File: config.mk
export PLATFORM = sky130hd
export DESIGN_NAME = cpt_iclarke
export DESIGN_NICKNAME = d
export VERILOG_FILES = /design/src/sv/cpt_pkg.sv /design/src/sv/cpt_iclarke.sv
export SDC_FILE = /design/constraint.sdc
export NUM_CORES = 1
export LEC_CHECK = 0
export BUFFER_PORTS_ARGS = -buffer_cell sky130_fd_sc_hd__buf_2
export CORE_UTILIZATION = 58
export CTS_BUF_LIST = sky130_fd_sc_hd__clkbuf_4
export DETAILED_ROUTE_END_ITERATION = 12
export PLACE_DENSITY = 0.78
export SYNTH_ARGS = -nofsm -noshare
export SYNTH_HDL_FRONTEND = slang
export SYNTH_SLANG_ARGS = --single-unit
File: constraint.sdc
create_clock -name clk -period 7.9 [get_ports clk]
set_input_delay 0.395 -clock clk [delete_from_list [all_inputs] [get_ports clk]]
set_output_delay 0.395 -clock clk [all_outputs]
set_load 0.01 [all_outputs]
File: src/sv/cpt_pkg.sv
// Types, constants and helper functions shared by the Clarke/Park transform.
`default_nettype none

package cpt_pkg;

  // Fixed field widths of the item formats.
  localparam int VALUE_BITS = 16;
  localparam int ANGLE_BITS = 16;
  localparam int OP_BITS = 2;

  // Default sine table resolution (entries per quarter turn).
  localparam int unsigned SINE_TABLE_DEPTH = 256;

  // Fixed point: coefficients and sine entries carry 24 fraction bits.
  localparam int COEF_FRAC = 24;
  localparam int COEF_BITS = COEF_FRAC + 1;          // signed coefficient
  localparam int SIN_BITS = COEF_FRAC + 1;           // unsigned 0 .. 2^24
  localparam int TRIG_BITS = SIN_BITS + 1;           // signed sine / cosine
  localparam int MIX_BITS = VALUE_BITS + 2;          // Clarke result before clamp
  localparam int ROT_BITS = VALUE_BITS + 4;          // rotation result before clamp
  localparam int IP_BITS = COEF_BITS + ROT_BITS;     // inverse Clarke product
  localparam int SAT_BITS = VALUE_BITS + 8;          // clamp input width

  // sqrt(2/3) and 1/sqrt(2), rounded to 24 fraction bits.
  localparam logic signed [COEF_BITS-1:0] S23_COEF = 25'sd13698540;
  localparam logic signed [COEF_BITS-1:0] ISQ2_COEF = 25'sd11863283;

  // pi/2 in Q.30, used to build the sine table.
  localparam logic [63:0] HALF_PI_Q30 = 64'd1686629713;

  // Source frame codes.
  localparam logic [OP_BITS-1:0] OP_ABC = 2'd0;
  localparam logic [OP_BITS-1:0] OP_AB = 2'd1;
  localparam logic [OP_BITS-1:0] OP_DQ = 2'd2;

  localparam logic signed [SAT_BITS-1:0] SAT_HI = SAT_BITS'((1 << (VALUE_BITS - 1)) - 1);
  localparam logic signed [SAT_BITS-1:0] SAT_LO = -SAT_HI - 1;

  typedef logic [OP_BITS-1:0] op_t;
  typedef logic signed [VALUE_BITS-1:0] value_t;
  typedef logic signed [TRIG_BITS-1:0] trig_t;
  typedef logic signed [MIX_BITS-1:0] mix_t;
  typedef logic signed [ROT_BITS-1:0] rot_t;
  typedef logic signed [IP_BITS-1:0] iprod_t;

  typedef struct packed {
    op_t operation;
    value_t in_first;
    value_t in_second;
    value_t in_third;
    logic [ANGLE_BITS-1:0] angle;
  } in_item_t;

  typedef struct packed {
    value_t phase_a;
    value_t phase_b;
    value_t phase_c;
    value_t alpha_axis;
    value_t beta_axis;
    value_t direct_axis;
    value_t quadrature_axis;
    logic clipped;
  } out_item_t;

  // Per-stage load strobes, first stage to last.
  typedef struct packed {
    logic lookup;
    logic scale;
    logic mix;
    logic mult;
    logic rot;
    logic inv;
    logic out;
  } stage_ld_t;

  typedef struct packed {
    logic clip;
    value_t value;
  } sat_t;

  function automatic sat_t saturate(input logic signed [SAT_BITS-1:0] v);
    sat_t r;
    r.clip = 1'b0;
    r.value = v[VALUE_BITS-1:0];
    if (v > SAT_HI) begin
      r.clip = 1'b1;
      r.value = SAT_HI[VALUE_BITS-1:0];
    end else if (v < SAT_LO) begin
      r.clip = 1'b1;
      r.value = SAT_LO[VALUE_BITS-1:0];
    end
    return r;
  endfunction

  // sin(x) for x in Q.30, Taylor series to x^15, rounded to 24 fraction bits.
  function automatic logic [SIN_BITS-1:0] sine_entry(input logic [63:0] x);
    logic [63:0] x2;
    logic [63:0] term;
    logic signed [63:0] sum;
    logic signed [63:0] e;
    x2 = (x * x) >> 30;
    term = x;
    sum = $signed(x);
    term = ((term * x2) >> 30) / 64'd6;
    sum = sum - $signed(term);
    term = ((term * x2) >> 30) / 64'd20;
    sum = sum + $signed(term);
    term = ((term * x2) >> 30) / 64'd42;
    sum = sum - $signed(term);
    term = ((term * x2) >> 30) / 64'd72;
    sum = sum + $signed(term);
    term = ((term * x2) >> 30) / 64'd110;
    sum = sum - $signed(term);
    term = ((term * x2) >> 30) / 64'd156;
    sum = sum + $signed(term);
    term = ((term * x2) >> 30) / 64'd210;
    sum = sum - $signed(term);
    if (sum < 64'sd0) sum = 64'sd0;
    e = (sum + 64'sd32) >>> 6;
    if (e > (64'sd1 <<< COEF_FRAC)) e = 64'sd1 <<< COEF_FRAC;
    return e[SIN_BITS-1:0];
  endfunction

endpackage

`default_nettype wire

File: src/sv/cpt_iclarke.sv
// Inverse Clarke products on alpha/beta taken from the input or the rotation.
`default_nettype none

module cpt_iclarke (
  input  logic               clk,
  input  cpt_pkg::stage_ld_t ld,
  input  cpt_pkg::op_t       op5,
  input  cpt_pkg::mix_t      u5,
  input  cpt_pkg::mix_t      v5,
  input  cpt_pkg::rot_t      r1,
  input  cpt_pkg::rot_t      r2,
  output cpt_pkg::iprod_t    prod_a,
  output cpt_pkg::iprod_t    prod_b
);

  cpt_pkg::rot_t ca;
  cpt_pkg::rot_t cb;

  assign ca = (op5 == cpt_pkg::OP_DQ) ? r1 : cpt_pkg::ROT_BITS'(u5);
  assign cb = (op5 == cpt_pkg::OP_DQ) ? r2 : cpt_pkg::ROT_BITS'(v5);

  always_ff @(posedge clk) begin
    if (ld.inv) begin
      prod_a <= cpt_pkg::S23_COEF * ca;
      prod_b <= cpt_pkg::ISQ2_COEF * cb;
    end
  end

endmodule

`default_nettype wire

==> reports/metrics.cfg <==
[worst_hold_path]
min-delay-start = ld[1]
holdPathStages = 1
worstHoldPathType = in2reg
hold_path_end = prod_b[32]$_DFFE_PP_

[timing]
max_freq_ghz = 0.140
rsz0062_at_grt = no
hold_violations = 0
fin_crit_ps = 7170
maxSlewHeadroom = 0.478
fin_tns_setup_ps = 0
drv_slew = 0
min_period_over_period = 0.907
tightest_slew_ps = 783
setup_viol = 0

[synth]
syn_area_per_cell_um2 = 10.3
synth-seq-cells = 88
async_flop_share = 0
yosys_warnings = 0
synth-edff-count = 88
synth.distinct_cells = 73
synth_cells = 1894
seq_area_frac_synth = 0.135
syn-cell-area_mm2 = 0.0195
synth_flop_cell = edfxtp_1

[grt]
antenna_found_initial = 2
overflow = 0
grt_pass1_vias = 14455
grt_pass1_wl_um = 72600
grt_max_degree = 62
grt_usage = 0.278

[clock_network]
cts_tree = done
numCtsBuffers = 9
clk_pin_slew_ps = 140
cts_setup_buffers = 0
clock-sinks = 88
ctsHoldBuffers = 0
clockBufferDepth = 2
cts_resized = 0
cts_root_buf = clkbuf_4
h-tree-depth = 3

[floorplanning]
core_mm2 = 0.0328
dieArea_mm2 = 0.0344
die_y_um = 185
num_rows = 66
die_x_um = 185
initial_core_util = 0.595
io_pins = 176

[finish]
layout_common_cells = inv_1, ha_1, fa_1, buf_2, nand2_1
stdcell_count = 2539
postLayoutCoreUtil = 0.649
drive_gt1_frac = 0.124
final_common_cell = inv_1
multi_input_area_mm2 = 0.0149
nFillCells = 2676
design_area_mm2 = 0.0213
seqCellArea_mm2 = 0.00264
area_delta_synth_final_pct = 9.09
final_nets = 2917

[setup_path]
crit_fanout = 13
cp-start-kind = primary input
end_kind = flip-flop
crit_type = in2reg
cp.required_ps = 8230
critical_path_arrival_ps = 7490

[placed_design]
gp_congestion = 0.963
dp_hpwl_um = 39100
dp.cells = 2519
port_buffers = 167
dpl_cell_area_mm2 = 0.0211

[drt]
postRouteAntennaNets = 0
firstDrtPassIters = 5
wl_um = 43900
wire_per_inst_um = 17.3
drc = 0
vias_per_cell = 5.36
drt_iter0_drc = 600
vias = 13600

[run]
maxCapViolations = 0

[run_status]
status = finished clean

==> final cells by class <==
| class | count | share of cell area |
|---|---|---|
| flip-flops and latches | 88 | 0.124 |
| inverters | 486 | 0.0857 |
| clock inverters | 6 | 0.00394 |
| well taps | 442 | 0.0260 |
| diodes | 5 | 0.000588 |
| clock buffers | 9 | 0.00317 |
| repair buffers | 209 | 0.0548 |
| multi-input cells | 1294 | 0.702 |
==> per-layer routing <==
metal  global-route usage  part of all wire  vias up
li1                     -                 -     6536
met1                0.347              0.41     6665
met2                0.505              0.52      345
met3               0.0320             0.042       54
met4               0.0744             0.022        0
met5                    0                 0        -
==> synthesized netlist by cell type (14+ instances only) <==
library cell  number  share of area
nor2_1            37         0.0071
nand2_1          106          0.020
o21ai_0           23         0.0059
clkbuf_1          16         0.0031
a21oi_1           67          0.017
edfxtp_1          88           0.14
mux2i_1           14         0.0072
inv_1            486          0.093
xor2_1            30          0.013
ha_1             461           0.30
fa_1             282           0.29
a21o_1            50          0.019
xnor2_1           50          0.022
nand4_1           14         0.0045
==> worst max-delay path, stage by stage <==
cell	delay (ps)
buf_2	110
nand2b_1	420
buf_4	350
nand2_1	80
nand2_1	210
inv_1	130
fa_1	520
inv_1	80
fa_1	510
ha_1	150
inv_1	60
fa_1	470
fa_1	510
fa_1	500
inv_1	40
ha_1	270
ha_1	340
nand2_1	140
o21ai_0	210
a2111o_1	430
o211ai_1	340
nand3b_1	200
a31oi_1	350
or2_1	210
o21ai_2	110
a221oi_2	280
xnor2_1	100
==> per-stage QoR <==
stage	setup WS [ps]	hold WS, ps
floorplan	465	507
global placement	286	806
detailed placement	185	803
CTS	802	244
global route	398	246
finish	735	264
==> registers in the layout, summed over array words and instances (netlist names) <==
| name | flops |
|---|---|
| prod_b | 45 |
| prod_a | 43 |
==> how the worst max path moves through the flow <==
stage / slack [ps] / cells past startpoint / from / end
after global placement: 290 / 27 / op5[0] / prod_b[43]$_DFFE_PP_
after CTS: 800 / 27 / op5[0] / prod_a[43]$_DFFE_PP_
after floorplan: 460 / 28 / op5[1] / prod_b[41]$_DFFE_PP_
after global routing: 400 / 27 / op5[1] / prod_b[43]$_DFFE_PP_
final: 730 / 27 / op5[0] / prod_a[43]$_DFFE_PP_
after detailed placement: 180 / 27 / op5[0] / prod_a[43]$_DFFE_PP_
==> cell families (layout without fill, tap and decap cells) <==
group | count (synthesis) | in the layout | share of synthesized area
xor gates and xnor gates | 80 | 80 | 0.0359
muxes | 14 | 14 | 0.00718
other | 1 | 7 | 0.000192
AOI/OAI and AO/OA | 229 | 229 | 0.0810
DFF | 88 | 88 | 0.135
and+or+nand+nor | 226 | 226 | 0.0557
buffers and inverters | 513 | 710 | 0.0996
adders and majority gates | 743 | 743 | 0.585
Power is not shown: default switching activity piles up to over one toggle a cycle in this logic, so the estimate is an artifact.
