### src/sv/cpt_pkg.sv
// Types, constants and helper functions shared by the Clarke/Park transform.
`default_nettype none

package cpt_pkg;

  // Fixed field widths of the item formats.
  localparam int VALUE_BITS = 16;
  localparam int ANGLE_BITS = 16;
  localparam int OP_BITS = 2;

  // Default sine table resolution (entries per quarter turn).
  localparam int unsigned SINE_TABLE_DEPTH = 256;

  // Fixed point: coefficients and sine entries carry 24 fraction bits.
  localparam int COEF_FRAC = 24;
  localparam int COEF_BITS = COEF_FRAC + 1;          // signed coefficient
  localparam int SIN_BITS = COEF_FRAC + 1;           // unsigned 0 .. 2^24
  localparam int TRIG_BITS = SIN_BITS + 1;           // signed sine / cosine
  localparam int MIX_BITS = VALUE_BITS + 2;          // Clarke result before clamp
  localparam int ROT_BITS = VALUE_BITS + 4;          // rotation result before clamp
  localparam int IP_BITS = COEF_BITS + ROT_BITS;     // inverse Clarke product
  localparam int SAT_BITS = VALUE_BITS + 8;          // clamp input width

  // sqrt(2/3) and 1/sqrt(2), rounded to 24 fraction bits.
  localparam logic signed [COEF_BITS-1:0] S23_COEF = 25'sd13698540;
  localparam logic signed [COEF_BITS-1:0] ISQ2_COEF = 25'sd11863283;

  // pi/2 in Q.30, used to build the sine table.
  localparam logic [63:0] HALF_PI_Q30 = 64'd1686629713;

  // Source frame codes.
  localparam logic [OP_BITS-1:0] OP_ABC = 2'd0;
  localparam logic [OP_BITS-1:0] OP_AB = 2'd1;
  localparam logic [OP_BITS-1:0] OP_DQ = 2'd2;

  localparam logic signed [SAT_BITS-1:0] SAT_HI = SAT_BITS'((1 << (VALUE_BITS - 1)) - 1);
  localparam logic signed [SAT_BITS-1:0] SAT_LO = -SAT_HI - 1;

  typedef logic [OP_BITS-1:0] op_t;
  typedef logic signed [VALUE_BITS-1:0] value_t;
  typedef logic signed [TRIG_BITS-1:0] trig_t;
  typedef logic signed [MIX_BITS-1:0] mix_t;
  typedef logic signed [ROT_BITS-1:0] rot_t;
  typedef logic signed [IP_BITS-1:0] iprod_t;

  typedef struct packed {
    op_t operation;
    value_t in_first;
    value_t in_second;
    value_t in_third;
    logic [ANGLE_BITS-1:0] angle;
  } in_item_t;

  typedef struct packed {
    value_t phase_a;
    value_t phase_b;
    value_t phase_c;
    value_t alpha_axis;
    value_t beta_axis;
    value_t direct_axis;
    value_t quadrature_axis;
    logic clipped;
  } out_item_t;

  // Per-stage load strobes, first stage to last.
  typedef struct packed {
    logic lookup;
    logic scale;
    logic mix;
    logic mult;
    logic rot;
    logic inv;
    logic out;
  } stage_ld_t;

  typedef struct packed {
    logic clip;
    value_t value;
  } sat_t;

  function automatic sat_t saturate(input logic signed [SAT_BITS-1:0] v);
    sat_t r;
    r.clip = 1'b0;
    r.value = v[VALUE_BITS-1:0];
    if (v > SAT_HI) begin
      r.clip = 1'b1;
      r.value = SAT_HI[VALUE_BITS-1:0];
    end else if (v < SAT_LO) begin
      r.clip = 1'b1;
      r.value = SAT_LO[VALUE_BITS-1:0];
    end
    return r;
  endfunction

  // sin(x) for x in Q.30, Taylor series to x^15, rounded to 24 fraction bits.
  function automatic logic [SIN_BITS-1:0] sine_entry(input logic [63:0] x);
    logic [63:0] x2;
    logic [63:0] term;
    logic signed [63:0] sum;
    logic signed [63:0] e;
    x2 = (x * x) >> 30;
    term = x;
    sum = $signed(x);
    term = ((term * x2) >> 30) / 64'd6;
    sum = sum - $signed(term);
    term = ((term * x2) >> 30) / 64'd20;
    sum = sum + $signed(term);
    term = ((term * x2) >> 30) / 64'd42;
    sum = sum - $signed(term);
    term = ((term * x2) >> 30) / 64'd72;
    sum = sum + $signed(term);
    term = ((term * x2) >> 30) / 64'd110;
    sum = sum - $signed(term);
    term = ((term * x2) >> 30) / 64'd156;
    sum = sum + $signed(term);
    term = ((term * x2) >> 30) / 64'd210;
    sum = sum - $signed(term);
    if (sum < 64'sd0) sum = 64'sd0;
    e = (sum + 64'sd32) >>> 6;
    if (e > (64'sd1 <<< COEF_FRAC)) e = 64'sd1 <<< COEF_FRAC;
    return e[SIN_BITS-1:0];
  endfunction

endpackage

`default_nettype wire

### src/sv/cpt_clarke.sv
// Forward Clarke: products, then rounding and selection of the rotation input.
`default_nettype none

module cpt_clarke (
  input  logic               clk,
  input  cpt_pkg::stage_ld_t ld,
  input  cpt_pkg::value_t    x1,
  input  cpt_pkg::value_t    y1,
  input  cpt_pkg::value_t    z1,
  input  cpt_pkg::op_t       op2,
  input  cpt_pkg::value_t    x2,
  input  cpt_pkg::value_t    y2,
  output cpt_pkg::mix_t      u,
  output cpt_pkg::mix_t      v
);

  localparam int DA_BITS = cpt_pkg::VALUE_BITS + 3;
  localparam int DB_BITS = cpt_pkg::VALUE_BITS + 1;
  localparam int PA_BITS = cpt_pkg::COEF_BITS + DA_BITS;
  localparam int PB_BITS = cpt_pkg::COEF_BITS + DB_BITS;
  localparam logic signed [PA_BITS-1:0] PA_HALF = PA_BITS'(1) << cpt_pkg::COEF_FRAC;
  localparam logic signed [PB_BITS-1:0] PB_HALF = PB_BITS'(1) << (cpt_pkg::COEF_FRAC - 1);

  logic signed [DA_BITS-1:0] diff_a;
  logic signed [DB_BITS-1:0] diff_b;
  logic signed [PA_BITS-1:0] prod_a;
  logic signed [PB_BITS-1:0] prod_b;
  logic signed [PA_BITS-1:0] sum_a;
  logic signed [PB_BITS-1:0] sum_b;

  assign diff_a = (DA_BITS'(x1) <<< 1) - DA_BITS'(y1) - DA_BITS'(z1);
  assign diff_b = DB_BITS'(y1) - DB_BITS'(z1);

  always_ff @(posedge clk) begin
    if (ld.scale) begin
      prod_a <= cpt_pkg::S23_COEF * diff_a;
      prod_b <= cpt_pkg::ISQ2_COEF * diff_b;
    end
  end

  assign sum_a = prod_a + PA_HALF;
  assign sum_b = prod_b + PB_HALF;

  always_ff @(posedge clk) begin
    if (ld.mix) begin
      if (op2 == cpt_pkg::OP_ABC) begin
        u <= cpt_pkg::MIX_BITS'(sum_a >>> (cpt_pkg::COEF_FRAC + 1));
        v <= cpt_pkg::MIX_BITS'(sum_b >>> cpt_pkg::COEF_FRAC);
      end else begin
        u <= cpt_pkg::MIX_BITS'(x2);
        v <= cpt_pkg::MIX_BITS'(y2);
      end
    end
  end

endmodule

`default_nettype wire

### config.mk
export PLATFORM = sky130hd
export DESIGN_NAME = cpt_clarke
export DESIGN_NICKNAME = d
export VERILOG_FILES = /design/src/sv/cpt_pkg.sv /design/src/sv/cpt_clarke.sv
export SDC_FILE = /design/constraint.sdc
export NUM_CORES = 1
export LEC_CHECK = 0
export BUFFER_PORTS_ARGS = -buffer_cell sky130_fd_sc_hd__buf_2
export CAP_MARGIN = 20
export CORE_MARGIN = 10
export CORE_UTILIZATION = 60
export DETAILED_ROUTE_END_ITERATION = 10
export GPL_ROUTABILITY_DRIVEN = 1
export PLACE_DENSITY = 0.79
export SKIP_LAST_GASP = 1
export SLEW_MARGIN = 20
export SYNTH_ARGS = -nofsm -noshare
export SYNTH_HDL_FRONTEND = slang
export SYNTH_SLANG_ARGS = --single-unit
export TNS_END_PERCENT = 50
### constraint.sdc
create_clock -name clk -period 13.7 [get_ports clk]
set_clock_uncertainty 0.1 [all_clocks]
set_input_delay 1.37 -clock clk [delete_from_list [all_inputs] [get_ports clk]]
set_output_delay 1.37 -clock clk [all_outputs]
set_load 0.01 [all_outputs]
==> impl_metrics.ini <==
[critical_path]
worstRegToRegCells = 9
r2r-end = v[17]
crit_top_cell = fa_1
critPathKind = in -> reg
reg2reg_slack_ns = 11.60
crit_arrival_ns = 10.73
crit_path_start = y1[0]
timing.rr.start = prod_b[23]
slowest_stage = ha_1
critPathLaunchType = input port
required_ns = 13.67
critPathMaxFanout = 8
worstSetupEndpointType = flop
cpPeakStageDelay_ns = 0.64

[drt]
drt_iter0_markers = 781
firstDrtPassIters = 5
via_per_inst = 5.43
drtAntennaViolNets = 0
via_count = 13100
drc = 0
postRouteWirelength_um = 40400
post_drt_wl_per_cell_um = 16.8

[worst_hold_path]
whs_path_depth = 2
hp-start = prod_b[41]
holdPathEnd = v[17]
hp-class = reg -> reg

[logic_synthesis]
synth.largest_area_cell = ha_1
synth_edf_count = 74
synth_top_flop_cell = edfxtp_1
synth_top_area_share_pct = 29.9
async_flop_share_pct = 0
synth-seq-cells = 74
synth_area_leaders = ha_1 (30%), fa_1 (28%), edfxtp_1 (12%)
synth_area_sq_um = 18700
synth.distinct_cells = 66
synth_warnings = 0
ys_seq_area_share_pct = 11.9
synth_cells = 1872
syn-num-nets = 2673
avgSynthCellArea_sq_um = 9.99

[sta]
fin_crit_sh_pct = 78.6
rsz0062_at_grt = no
maxSlewHeadroom_pct = 26.7
setup_viol_count_final = 0
worst_pin_slew_ns = 1.09
finalMaxSlewViolations = 0
whs_ns = 0.566
tns_ns = 0
fmax_mhz = 92.9
hold_viol = 0
timing.final.crit_period_ns = 10.76

[finish]
nFillCells = 2463
layout_commonest_cell = inv_1
layout_common_cells = inv_1 (467), ha_1 (447), fa_1 (264)
final_net_count = 2809
area_growth_pct = 7.77
antenna_cells = 0
multi_input_area_sq_um = 14700
final_core_util_pct = 65.7
drive_gt1_share_pct = 8.30
regArea_sq_um = 2220

[die]
initial_utilization_pct = 61.0
dieWidth_um = 197
fp.dieArea_sq_um = 38600
ios = 126
rows = 64
coreArea_sq_um = 30700
die_y_um = 197

[global_route]
overflow = 0
grt_max_degree = 67
grt_pass1_vias = 14000
grt_pass1_wl_um = 68300
antenna_found_initial = 0
grt_usage_pct = 21.4

[cts]
clkSinkCount = 74
ctsResizeCount = 0
clkLatencyLatePin_ns = 0.32
htreeDepth = 3
cts_setup_buffers = 0
path_clk_slew_ns = 0.05
cts_made_buffers = 9
cts_hold_buf = 0
cts_max_path_buffers = 2
cts_tree = yes
clockRootBuffer = clkbuf_16

[place]
io_buffer_count = 120
hpwl_um = 36100
place.gp.congestion = 0.983

[run]
drv_cap = 0

[status]
status = finished clean
==> layout make-up <==
cell class / count / area share (%)
tap: 396 / 2.46
sequential: 74 / 11.0
inverter: 467 / 8.69
clock buffer: 10 / 1.14
multi-input combinational: 1321 / 72.9
timing repair buffer: 135 / 3.54
clock inverter: 5 / 0.230
==> synthesized netlist by cell type, types with 4 or more instances <==
master and instances:
o21ai_0 30, a2111oi_0 4, fa_1 264, o21bai_1 7, nand2b_1 12, inv_1 467, edfxtp_1 74, a21oi_1 100
nor2_1 84, and4_1 7, a31oi_1 13, a41oi_1 4, o31a_1 4, ha_1 447, clkbuf_1 7, and2_1 4
nand3_1 30, o21a_1 7, or2_2 5, and3_1 11, a21o_1 36, nand2_1 39, nor2b_1 16, nor3_1 16
o21ai_1 4, a211oi_1 7, xor2_1 49, nand4_1 11, xnor2_1 55
==> worst max-delay path by stage <==
stage / endpoint / slack [ns] / depth (start not counted)
finish: prod_a[41] / 2.94 / 32
CTS: prod_a[41] / 3.06 / 32
detailed placement: prod_a[41] / 2.75 / 32
floorplan: prod_a[41] / 4.32 / 31
global route: prod_a[41] / 2.58 / 32
global placement: prod_a[41] / 2.88 / 32
==> metrics by stage <==
stage	instances	worst slack, ns	area, sq um
finish	2408	2.94	20200
global route	2408	2.58	20200
CTS	2408	3.06	20200
detailed placement	2393	2.75	19900
global placement	2393	2.88	19900
floorplan	1872	4.32	18700
==> critical path, delay by kind of cell <==
kind            cells  cell delay, ns
compound gates     12            2.77
xor+xnor            1            0.56
fa+ha+maj          10            4.35
buf+inv             5            0.61
simple gates        4            1.05
==> per-layer routing <==
layer / global-route usage [%] / part of all wire [%] / vias to the layer above
met2: 35.1 / 45 / 350
met1: 30.3 / 48 / 6304
li1: - / - / 6385
met5: 0 / 0 / -
met3: 2.94 / 5.9 / 35
met4: 3.12 / 1.1 / 0
==> state kept, by name, indices dropped and copies added, names as in the netlist <==
name and flops:
prod_a 19, prod_b 19, u 18, v 18
==> cell families (layout without fill, tap and decap cells) <==
logic type,Yosys count,after routing,synth area share [%]
AOI/OAI and AO/OA,254,254,8.81
xor gates and xnor gates,104,104,4.87
adders and majority gates,711,711,58.1
buffers and inverters,477,617,9.57
DFF,74,74,11.9
muxes,2,2,0.120
and+or+nand+nor,250,250,6.61
Power is left out: the tool's default activity adds up to more than one toggle a clock period on the data nets, which glitch-free logic cannot reach.
